**src/rtl/core/sorted_draw_queue_defines.svh**
```systemverilog
// ----------------------------------------------------------------------------
// sorted_draw_queue assertion macros
// shared concurrent assertion forms, clocked on clk, off while rst_n is low
// ----------------------------------------------------------------------------
`ifndef SORTED_DRAW_QUEUE_DEFINES_SVH
`define SORTED_DRAW_QUEUE_DEFINES_SVH

// condition holds at every edge out of reset
`define SDQ_ASSERT_ALWAYS(label, cond, msg) \
  label: assert property (@(posedge clk) disable iff (!rst_n) (cond)) \
    else $error(msg);

// consequent holds in the cycle of the antecedent
`define SDQ_ASSERT_SAME(label, ante, cons, msg) \
  label: assert property (@(posedge clk) disable iff (!rst_n) (ante) |-> (cons)) \
    else $error(msg);

// consequent holds in the cycle after the antecedent
`define SDQ_ASSERT_NEXT(label, ante, cons, msg) \
  label: assert property (@(posedge clk) disable iff (!rst_n) (ante) |=> (cons)) \
    else $error(msg);

`endif

```
**src/rtl/core/sdq_pkg.sv**
```systemverilog
`timescale 1ns / 1ps
// ----------------------------------------------------------------------------
// sdq_pkg
// shared types and constants of the sorted draw queue
// ----------------------------------------------------------------------------
package sdq_pkg;

  localparam int unsigned QUEUE_DEPTH_DEF = 32;
  localparam int unsigned KEY_BITS_DEF    = 16;
  localparam int unsigned TEX_W           = 10;
  localparam int unsigned HANDLE_W        = 12;
  localparam int unsigned STATUS_W        = 2;

  // command codes carried in the input tuser
  localparam logic CMD_INSERT = 1'b0;
  localparam logic CMD_DRAIN  = 1'b1;

  typedef enum logic [STATUS_W-1:0] {
    ST_ENTRY = 2'd0,
    ST_EMPTY = 2'd1,
    ST_DROP  = 2'd2
  } sdq_status_t;

  // per-cycle control broadcast to every cell
  typedef struct packed {
    logic ins;      // insert the broadcast entry this cycle
    logic shift;    // drain: every cell takes its right neighbor
  } sdq_cell_ctrl_t;

endpackage

```
**src/rtl/core/sdq_cell.sv**
```systemverilog
`timescale 1ns / 1ps
// ----------------------------------------------------------------------------
// sdq_cell
// one slot of the insertion chain: holds an entry, compares against the
// broadcast key and shifts toward the tail on insert or toward the head on drain
// ----------------------------------------------------------------------------
module sdq_cell #(
  parameter int unsigned KEY_BITS = sdq_pkg::KEY_BITS_DEF
) (
  input  logic                          clk,
  input  logic                          rst_n,
  input  sdq_pkg::sdq_cell_ctrl_t       ctrl,
  input  logic [KEY_BITS-1:0]           new_key,
  input  logic [sdq_pkg::TEX_W-1:0]     new_tex,
  input  logic [sdq_pkg::HANDLE_W-1:0]  new_handle,
  input  logic                          left_gt,
  input  logic                          left_valid,
  input  logic [KEY_BITS-1:0]           left_key,
  input  logic [sdq_pkg::TEX_W-1:0]     left_tex,
  input  logic [sdq_pkg::HANDLE_W-1:0]  left_handle,
  input  logic                          right_valid,
  input  logic [KEY_BITS-1:0]           right_key,
  input  logic [sdq_pkg::TEX_W-1:0]     right_tex,
  input  logic [sdq_pkg::HANDLE_W-1:0]  right_handle,
  output logic                          gt,
  output logic                          valid,
  output logic [KEY_BITS-1:0]           key,
  output logic [sdq_pkg::TEX_W-1:0]     tex,
  output logic [sdq_pkg::HANDLE_W-1:0]  handle
);
  import sdq_pkg::*;

  logic                valid_r, valid_nxt;
  logic [KEY_BITS-1:0] key_r, key_nxt;
  logic [TEX_W-1:0]    tex_r, tex_nxt;
  logic [HANDLE_W-1:0] handle_r, handle_nxt;

  // empty slots count as larger so the new entry lands in the first free one
  assign gt = !valid_r || ($signed(key_r) > $signed(new_key));

  always_comb begin
    valid_nxt  = valid_r;
    key_nxt    = key_r;
    tex_nxt    = tex_r;
    handle_nxt = handle_r;
    if (ctrl.ins && gt) begin
      if (left_gt) begin
        valid_nxt  = left_valid;
        key_nxt    = left_key;
        tex_nxt    = left_tex;
        handle_nxt = left_handle;
      end else begin
        valid_nxt  = 1'b1;
        key_nxt    = new_key;
        tex_nxt    = new_tex;
        handle_nxt = new_handle;
      end
    end else if (ctrl.shift) begin
      valid_nxt  = right_valid;
      key_nxt    = right_key;
      tex_nxt    = right_tex;
      handle_nxt = right_handle;
    end
  end

  always_ff @(posedge clk) begin
    if (!rst_n) begin
      valid_r <= 1'b0;
    end else begin
      valid_r <= valid_nxt;
    end
  end

  always_ff @(posedge clk) begin
    key_r    <= key_nxt;
    tex_r    <= tex_nxt;
    handle_r <= handle_nxt;
  end

  assign valid  = valid_r;
  assign key    = key_r;
  assign tex    = tex_r;
  assign handle = handle_r;

endmodule

```
**src/rtl/core/sorted_draw_queue.sv**
```systemverilog
`timescale 1ns / 1ps
// ----------------------------------------------------------------------------
// sorted_draw_queue
// draw entry queue kept in ascending signed key order by a chain of cells
// ----------------------------------------------------------------------------
//  channel | ports       | tdata (low bit up)              | tuser    | tlast
//  --------+-------------+---------------------------------+----------+------
//  in      | in_t*       | sort_key, texture_id, item_hdl  | cmd      | -
//  out     | out_t*      | out_key, out_texture, out_hdl   | status   | last
//
//  insert: one beat per cycle, placed in the chain in the cycle it is taken;
//    every cell compares its key to the broadcast key in parallel
//  drain: one result beat per cycle per held entry, the chain shifting one
//    cell toward the head per beat; no input beat is taken until the run ends
//  a full-queue insert or an empty drain gives one result beat
//  output stall holds the result register and freezes the drain shift;
//    input is taken only while the result register is free or being emptied
//  synchronous active-low reset empties the chain and the result register
// ----------------------------------------------------------------------------
module sorted_draw_queue #(
  parameter int unsigned QUEUE_DEPTH = sdq_pkg::QUEUE_DEPTH_DEF,
  parameter int unsigned KEY_BITS    = sdq_pkg::KEY_BITS_DEF,
  localparam int unsigned DATA_W     = KEY_BITS + sdq_pkg::TEX_W + sdq_pkg::HANDLE_W,
  localparam int unsigned TDATA_W    = ((DATA_W + 7) / 8) * 8
) (
  input  logic                         clk,
  input  logic                         rst_n,
  // input beats
  input  logic                         in_tvalid,
  output logic                         in_tready,
  input  logic [TDATA_W-1:0]           in_tdata,   // sort_key, texture_id, item_handle
  input  logic                         in_tuser,   // cmd
  // result beats
  output logic                         out_tvalid,
  input  logic                         out_tready,
  output logic [TDATA_W-1:0]           out_tdata,  // out_key, out_texture, out_handle
  output logic [sdq_pkg::STATUS_W-1:0] out_tuser,  // status
  output logic                         out_tlast   // last_flag
);
  import sdq_pkg::*;

  localparam int unsigned TEX_LO = KEY_BITS;
  localparam int unsigned HDL_LO = KEY_BITS + TEX_W;

  // input fields
  logic [KEY_BITS-1:0] in_key;
  logic [TEX_W-1:0]    in_tex;
  logic [HANDLE_W-1:0] in_handle;

  assign in_key    = in_tdata[KEY_BITS-1:0];
  assign in_tex    = in_tdata[TEX_LO +: TEX_W];
  assign in_handle = in_tdata[HDL_LO +: HANDLE_W];

  // cell chain wiring
  logic                c_gt     [QUEUE_DEPTH];
  logic                c_valid  [QUEUE_DEPTH];
  logic [KEY_BITS-1:0] c_key    [QUEUE_DEPTH];
  logic [TEX_W-1:0]    c_tex    [QUEUE_DEPTH];
  logic [HANDLE_W-1:0] c_handle [QUEUE_DEPTH];

  sdq_cell_ctrl_t ctrl;

  // control registers
  logic                draining_r, draining_nxt;
  logic                out_valid_r, out_valid_nxt;
  logic [KEY_BITS-1:0] out_key_r, out_key_nxt;
  logic [TEX_W-1:0]    out_tex_r, out_tex_nxt;
  logic [HANDLE_W-1:0] out_handle_r, out_handle_nxt;
  logic                out_last_r, out_last_nxt;
  sdq_status_t         out_status_r, out_status_nxt;

  logic out_free;
  logic in_accept;
  logic full;
  logic is_insert;
  logic is_drain;

  assign out_free  = !out_valid_r || out_tready;
  assign in_tready = !draining_r && out_free;
  assign in_accept = in_tvalid && in_tready;
  // occupancy is a thermometer from the head, so the tail cell flags full
  assign full      = c_valid[QUEUE_DEPTH-1];
  assign is_insert = in_accept && (in_tuser == CMD_INSERT);
  assign is_drain  = in_accept && (in_tuser == CMD_DRAIN);

  // insert only into a free slot; one head entry leaves per beat while the
  // result register can take it
  assign ctrl = '{ins: is_insert && !full, shift: draining_r && out_free};

  genvar gi;
  generate
    for (gi = 0; gi < QUEUE_DEPTH; gi++) begin : g_cell
      logic                l_gt, l_valid, r_valid;
      logic [KEY_BITS-1:0] l_key, r_key;
      logic [TEX_W-1:0]    l_tex, r_tex;
      logic [HANDLE_W-1:0] l_handle, r_handle;

      if (gi == 0) begin : g_head
        // head has no left neighbor: on insert it never takes a shifted entry
        assign l_gt     = 1'b0;
        assign l_valid  = 1'b0;
        assign l_key    = '0;
        assign l_tex    = '0;
        assign l_handle = '0;
      end else begin : g_left
        assign l_gt     = c_gt[gi-1];
        assign l_valid  = c_valid[gi-1];
        assign l_key    = c_key[gi-1];
        assign l_tex    = c_tex[gi-1];
        assign l_handle = c_handle[gi-1];
      end

      if (gi == QUEUE_DEPTH - 1) begin : g_tail
        // tail fills with an empty slot as the chain drains
        assign r_valid  = 1'b0;
        assign r_key    = '0;
        assign r_tex    = '0;
        assign r_handle = '0;
      end else begin : g_right
        assign r_valid  = c_valid[gi+1];
        assign r_key    = c_key[gi+1];
        assign r_tex    = c_tex[gi+1];
        assign r_handle = c_handle[gi+1];
      end

      sdq_cell #(
        .KEY_BITS (KEY_BITS)
      ) u_cell (
        .clk          (clk),
        .rst_n        (rst_n),
        .ctrl         (ctrl),
        .new_key      (in_key),
        .new_tex      (in_tex),
        .new_handle   (in_handle),
        .left_gt      (l_gt),
        .left_valid   (l_valid),
        .left_key     (l_key),
        .left_tex     (l_tex),
        .left_handle  (l_handle),
        .right_valid  (r_valid),
        .right_key    (r_key),
        .right_tex    (r_tex),
        .right_handle (r_handle),
        .gt           (c_gt[gi]),
        .valid        (c_valid[gi]),
        .key          (c_key[gi]),
        .tex          (c_tex[gi]),
        .handle       (c_handle[gi])
      );
    end
  endgenerate

  // result register and drain run control
  always_comb begin
    draining_nxt   = draining_r;
    out_valid_nxt  = out_valid_r && !out_tready;
    out_key_nxt    = out_key_r;
    out_tex_nxt    = out_tex_r;
    out_handle_nxt = out_handle_r;
    out_last_nxt   = out_last_r;
    out_status_nxt = out_status_r;

    if (ctrl.shift) begin
      // head entry goes out; it is the last when the next cell is empty
      out_valid_nxt  = 1'b1;
      out_key_nxt    = c_key[0];
      out_tex_nxt    = c_tex[0];
      out_handle_nxt = c_handle[0];
      out_last_nxt   = !c_valid[1];
      out_status_nxt = ST_ENTRY;
      draining_nxt   = c_valid[1];
    end else if (is_insert && full) begin
      // dropped insert echoes its own entry
      out_valid_nxt  = 1'b1;
      out_key_nxt    = in_key;
      out_tex_nxt    = in_tex;
      out_handle_nxt = in_handle;
      out_last_nxt   = 1'b1;
      out_status_nxt = ST_DROP;
    end else if (is_drain) begin
      if (c_valid[0]) begin
        draining_nxt = 1'b1;
      end else begin
        out_valid_nxt  = 1'b1;
        out_key_nxt    = '0;
        out_tex_nxt    = '0;
        out_handle_nxt = '0;
        out_last_nxt   = 1'b1;
        out_status_nxt = ST_EMPTY;
      end
    end
  end

  always_ff @(posedge clk) begin
    if (!rst_n) begin
      draining_r  <= 1'b0;
      out_valid_r <= 1'b0;
    end else begin
      draining_r  <= draining_nxt;
      out_valid_r <= out_valid_nxt;
    end
  end

  always_ff @(posedge clk) begin
    out_key_r    <= out_key_nxt;
    out_tex_r    <= out_tex_nxt;
    out_handle_r <= out_handle_nxt;
    out_last_r   <= out_last_nxt;
    out_status_r <= out_status_nxt;
  end

  assign out_tvalid = out_valid_r;
  assign out_tdata  = {{(TDATA_W - DATA_W){1'b0}}, out_handle_r, out_tex_r, out_key_r};
  assign out_tuser  = out_status_r;
  assign out_tlast  = out_last_r;

  // chain invariants: occupied cells are contiguous from the head and in order
  logic chain_packed;
  logic chain_sorted;

  always_comb begin
    chain_packed = 1'b1;
    chain_sorted = 1'b1;
    for (int i = 0; i < QUEUE_DEPTH - 1; i++) begin
      if (c_valid[i+1] && !c_valid[i]) begin
        chain_packed = 1'b0;
      end
      if (c_valid[i+1] && ($signed(c_key[i]) > $signed(c_key[i+1]))) begin
        chain_sorted = 1'b0;
      end
    end
  end

`include "sorted_draw_queue_defines.svh"

  `SDQ_ASSERT_ALWAYS(a_chain_packed, chain_packed, "chain has a hole")
  `SDQ_ASSERT_ALWAYS(a_chain_sorted, chain_sorted, "chain keys out of order")
  `SDQ_ASSERT_SAME(a_drain_has_data, draining_r, c_valid[0], "drain run with empty head")
  `SDQ_ASSERT_NEXT(a_run_ends_empty, draining_r && ctrl.shift && out_last_nxt,
                   !c_valid[0] && !draining_r, "chain not empty after last drain beat")
  `SDQ_ASSERT_SAME(a_single_is_last, out_tvalid && (out_tuser != ST_ENTRY), out_tlast,
                   "status beat without last")

endmodule

```
**config.mk**
```make
export PLATFORM = sky130hd
export DESIGN_NAME = sorted_draw_queue
export DESIGN_NICKNAME = d
export VERILOG_FILES = /design/src/rtl/core/sdq_pkg.sv /design/src/rtl/core/sdq_cell.sv /design/src/rtl/core/sorted_draw_queue.sv
export VERILOG_INCLUDE_DIRS = /design/src /design/src/rtl/core
export SDC_FILE = /design/constraint.sdc
export NUM_CORES = 2
export LEC_CHECK = 0
export ABC_CLOCK_PERIOD_IN_PS = 4800
export BUFFER_PORTS_ARGS = -buffer_cell sky130_fd_sc_hd__buf_2
export CELL_PAD_IN_SITES_DETAIL_PLACEMENT = 0
export CELL_PAD_IN_SITES_GLOBAL_PLACEMENT = 1
export CORE_MARGIN = 2
export CORE_UTILIZATION = 49
export CTS_BUF_LIST = sky130_fd_sc_hd__clkbuf_8
export CTS_CLUSTER_DIAMETER = 30
export CTS_CLUSTER_SIZE = 10
export DETAILED_ROUTE_END_ITERATION = 7
export HOLD_SLACK_MARGIN = 0.12
export PLACE_DENSITY = 0.79
export SLEW_MARGIN = 15
export SYNTH_ARGS = -nofsm -noshare
export SYNTH_HDL_FRONTEND = slang
export SYNTH_HIERARCHICAL = 1
export SYNTH_SLANG_ARGS = --single-unit
```
**constraint.sdc**
```tcl
create_clock -name clk -period 4.8 [get_ports clk]
set_input_delay 0.48 -clock clk [delete_from_list [all_inputs] [get_ports clk]]
set_output_delay 0.48 -clock clk [all_outputs]
set_load 0.02 [all_outputs]
```
## Yosys cells after proc, flatten, opt, wreduce, memory -nomap -nowiden

Index checks and enable logic that the tools add are counted.
Widths: inputs -> output; s select.

- Register bits after elaboration: 1291
- Input bits: 45
- Output and inout bits: 45
- Logic and storage cells: 729

- $lt $le $gt $ge: 32
- Equality and inequality tests: 3
- Multiplexer cells: 407
- Bitwise gates (word level): 2
- Reduce and logical (&&, ||, !) cells: 149

Operator list:

| cell | count |
|---|---|
| $mux 16 | 99 |
| $mux 12 | 99 |
| $mux 10 | 99 |
| $gt 16x16->1 | 32 |
| $mux 1 | 107 |
| $reduce_bool 2->1 | 35 |
| $logic_and 1x1->1 | 40 |
| $logic_not 1->1 | 35 |
| $logic_or 1x1->1 | 33 |
| $mux 2 | 3 |
| $reduce_and 2->1 | 3 |
| $ne 2x2->1 const B | 2 |
| $ne 3x3->1 const B | 1 |
| $reduce_and 3->1 | 1 |
| $reduce_bool 3->1 | 1 |
| $not 1->1 | 2 |
| $reduce_or 2->1 | 1 |

## Depth between registers and ports, before layout

- Word-level depth: 8
- Mapped depth: 15
- Depth with buffers taken out: 11

## Hierarchy

The synthesis kept the hierarchy.

Modules (own cells, without submodules):

| module | times used | cells each | area each (um^2) | seq. area each (um^2) |
|---|---|---|---|---|
| sdq_cell at g_cell[0].u_cell ... | 17 | 253 | 2598.7 | 1161.1 |
| sdq_cell at g_cell[25].u_cell ... | 15 | 208 | 2686.3 | 1161.1 |
| sorted_draw_queue | 1 | 114 | 1814.2 | 1251.2 |

## Worst setup path after synthesis

OpenSTA, ideal clock, no wires.

- Path kind: reg2reg
- Start: register out_valid_r (netlist: out_tvalid)
- End: register g_cell[0].u_cell.handle_r[0], enable pin
- Setup time: 0.396 ns
- Arrival time: 4.638 ns
- Data required time: 4.404 ns
- Setup slack: -0.233 ns
- Stages on the path, launching flop included: 9
- Cells stage by stage: dfxtp_1 -> nor2b_4 -> nor2_1 -> nor4bb_1 -> clkbuf_1 -> o211ai_2 -> buf_4 -> buf_6 -> nand2_1

RTL lines:

| element | line | source |
|---|---|---|
| start: declaration | sorted_draw_queue.sv:65 | `logic out_valid_r, out_valid_nxt;` |
| start signal: assignment | sorted_draw_queue.sv:200 | `out_valid_r <= out_valid_nxt;` |
| end signal: assignment | sdq_cell.sv:77 | `handle_r <= handle_nxt;` |
| end: declaration | sdq_cell.sv:36 | `logic [HANDLE_W-1:0] handle_r, handle_nxt;` |

==> flow_metrics.py <==
metrics = {
    "timing": {
        "relSlewSlack": 0.242,
        "fin_tns_setup_ns": 0,
        "setup_viol": 0,
        "skew_ns": 0.0886,
        "final-max-slew-violation-count": 0,
        "hold_viol_final": 0,
        "post-route-min-period_ns": 3.75,
        "worst_pin_slew_ns": 1.14,
        "rsz0062_at_grt": "no",
        "period_share": 0.781,
        "max_freq_mhz": 267,
    },
    "routing": {
        "dr_wl_met3_um": 13700,
        "vias_per_cell": 5.97,
        "ant_nets": 0,
        "wl_per_cell_um": 23.1,
        "drtPass1Iterations": 6,
        "m1WireLength_um": 102000,
        "top_layer": "met4",
        "drc": 0,
        "dr.first_iter.drc_count": 5043,
        "routed-wl-met2_um": 115000,
        "vias": 62000,
        "drt-total-wl_um": 239000,
    },
    "run_status": {
        "status": "completed",
    },
    "floorplan": {
        "core-area_sq_um": 176000,
        "dieArea_sq_um": 179000,
        "ioPinCount": 90,
        "die_x_um": 424,
        "fp-row-count": 154,
        "initial_core_util": 0.492,
        "die_h_um": 424,
    },
    "grt": {
        "grt_max_degree": 102,
        "grt_pass1_wl_um": 370000,
        "overflow": 0,
        "grt_pass1_vias": 64000,
        "grtUsageTotal": 0.259,
        "antenna_found_initial": 8,
    },
    "power_and_ir_drop": {
        "ir_drop_v": 0.000272,
        "power_density_nw_per_um2": 352,
        "power_leakage_nw": 39.4,
    },
    "final_layout": {
        "seq_area_sq_um": 38400,
        "syn2layout_area_growth_pct": 12.0,
        "drive_gt1_frac": 0.277,
        "fin_nets": 8316,
        "final_cells": 10400,
        "multi_input_area_sq_um": 43500,
        "num-fill-cells": 14800,
    },
    "clocking": {
        "cts.sinks": 1291,
        "cts-root-buf": "clkbuf_8",
        "clockBufferDepth": 4,
        "path_clk_slew_ns": 0.05,
        "cts_buffers": 358,
        "htreeDepth": 5,
        "cts_resized": 0,
        "cts_tree": "built",
        "clkLatencyLatePin_ns": 1.06,
    },
    "min_path": {
        "min_path_type": "in2reg",
    },
    "worst_setup_path": {
        "critPathRequiredTime_ns": 5.53,
        "critPathMaxFanout": 33,
        "end_kind": "flop",
        "cp.arrival_ns": 4.48,
        "critPathKind": "in2reg",
        "critPathLaunchType": "input pin",
    },
    "place": {
        "dp_hpwl_um": 162000,
        "port_buffers": 85,
        "place_inst": 9719,
        "place_congestion": 0.858,
    },
    "synth": {
        "synthesis.area_sq_um": 86300,
        "yosys_warnings": 6,
        "avgSynthCellArea_sq_um": 11.5,
        "postSynthCellCount": 7534,
    },
    "job": {
        "cap_violations": 0,
    },
}
-- where the power goes --
part           total (mW)  internal, mW  switching [mW]
Clock                14.4          8.47            5.88
Sequential           14.3          13.6           0.678
Combinational        5.44          2.44            3.00
-- through the flow --
step           utilization  total power [mW]  setup WS, ns  cell area [sq um]  hold slack, ns
2_1_floorplan            -              18.1         0.550              86600           0.502
3_3_place_gp         0.509              19.6         0.650              89300           0.445
3_5_place_dp         0.509              19.8         0.597              89300           0.453
4_1_cts              0.550              34.2          1.10              96500           0.124
5_1_grt              0.550              35.4         0.906              96600           0.126
6_report             0.550              34.0          1.05              96600           0.212
-- final timing paths --
check | start | end | slack, ns | cells past startpoint
max | in_tdata[15] | g_cell[30].u_cell/key[15] | 1.05 | 13
min | in_tdata[12] | out_key_r[12] | 0.21 | 3
max reg2reg | g_cell[8].u_cell/key[15] | g_cell[9].u_cell/key[13] | 1.08 | 9
min reg2reg | out_tuser[0] | out_tuser[0] | 0.45 | 2
-- area by class of cell --
type,instances,area share
diodes,10,0.000259
clock buffers,379,0.0540
clock inverters,254,0.0185
inverters,626,0.0244
multi-input cells,5214,0.450
flip-flops and latches,1291,0.398
well taps,2340,0.0303
repair buffers,268,0.0246
-- critical path, stage by stage --
cell,delay [ns]
dlygate4sd3_1,0.52
buf_2,0.12
buf_12,0.24
inv_1,0.10
ha_1,0.35
nand4_2,0.22
o32ai_2,0.31
a2bb2oi_1,0.36
a211oi_2,0.12
o21ai_4,0.84
buf_4,0.36
o21ai_0,0.11
mux2_4,0.27
-- layer usage --
layer,global-route usage,vias to the layer above
li1,-,28700
met1,0.336,30700
met2,0.434,2037
met3,0.0385,539
met4,0.108,0
met5,0,-
-- state kept, by name (all words and copies together) (netlist names) --
signal                count
g_cell.u_cell/key       512
out_tex_r                10
out_tlast                 1
out_handle_r             12
g_cell.u_cell/handle    384
out_key_r                16
g_cell.u_cell/valid      32
draining_r                1
out_tvalid                1
g_cell.u_cell/tex       320
out_tuser                 2
-- placed cells by master (no fill, tap or decap), drive strengths merged, types with 18 or more instances in the layout --
master and instances:
nor2 33, a22o 38, nand4 94, nand3 34, mux2i 32, nand2 1273, ha 512, clkbuf 379
o211ai 33, o221ai 51, o2bb2ai 646, clkinv 123, clkinvlp 24, nor2b 18, inv 711, bufinv 22
o21ai 542, a21o 50, edfxtp 1255, mux2 1338, a21oi 173, conb 81, buf 251, nor3 48
nor4bb 18, dfxtp 36
-- repair_timing --
| item | CTS | global route |
|---|---|---|
| hold endpoints to repair | 27 | 0 |
| hold buffers | 17 | 0 |
| setup buffers | 0 | 0 |
Power figures use the tool's default switching activity.
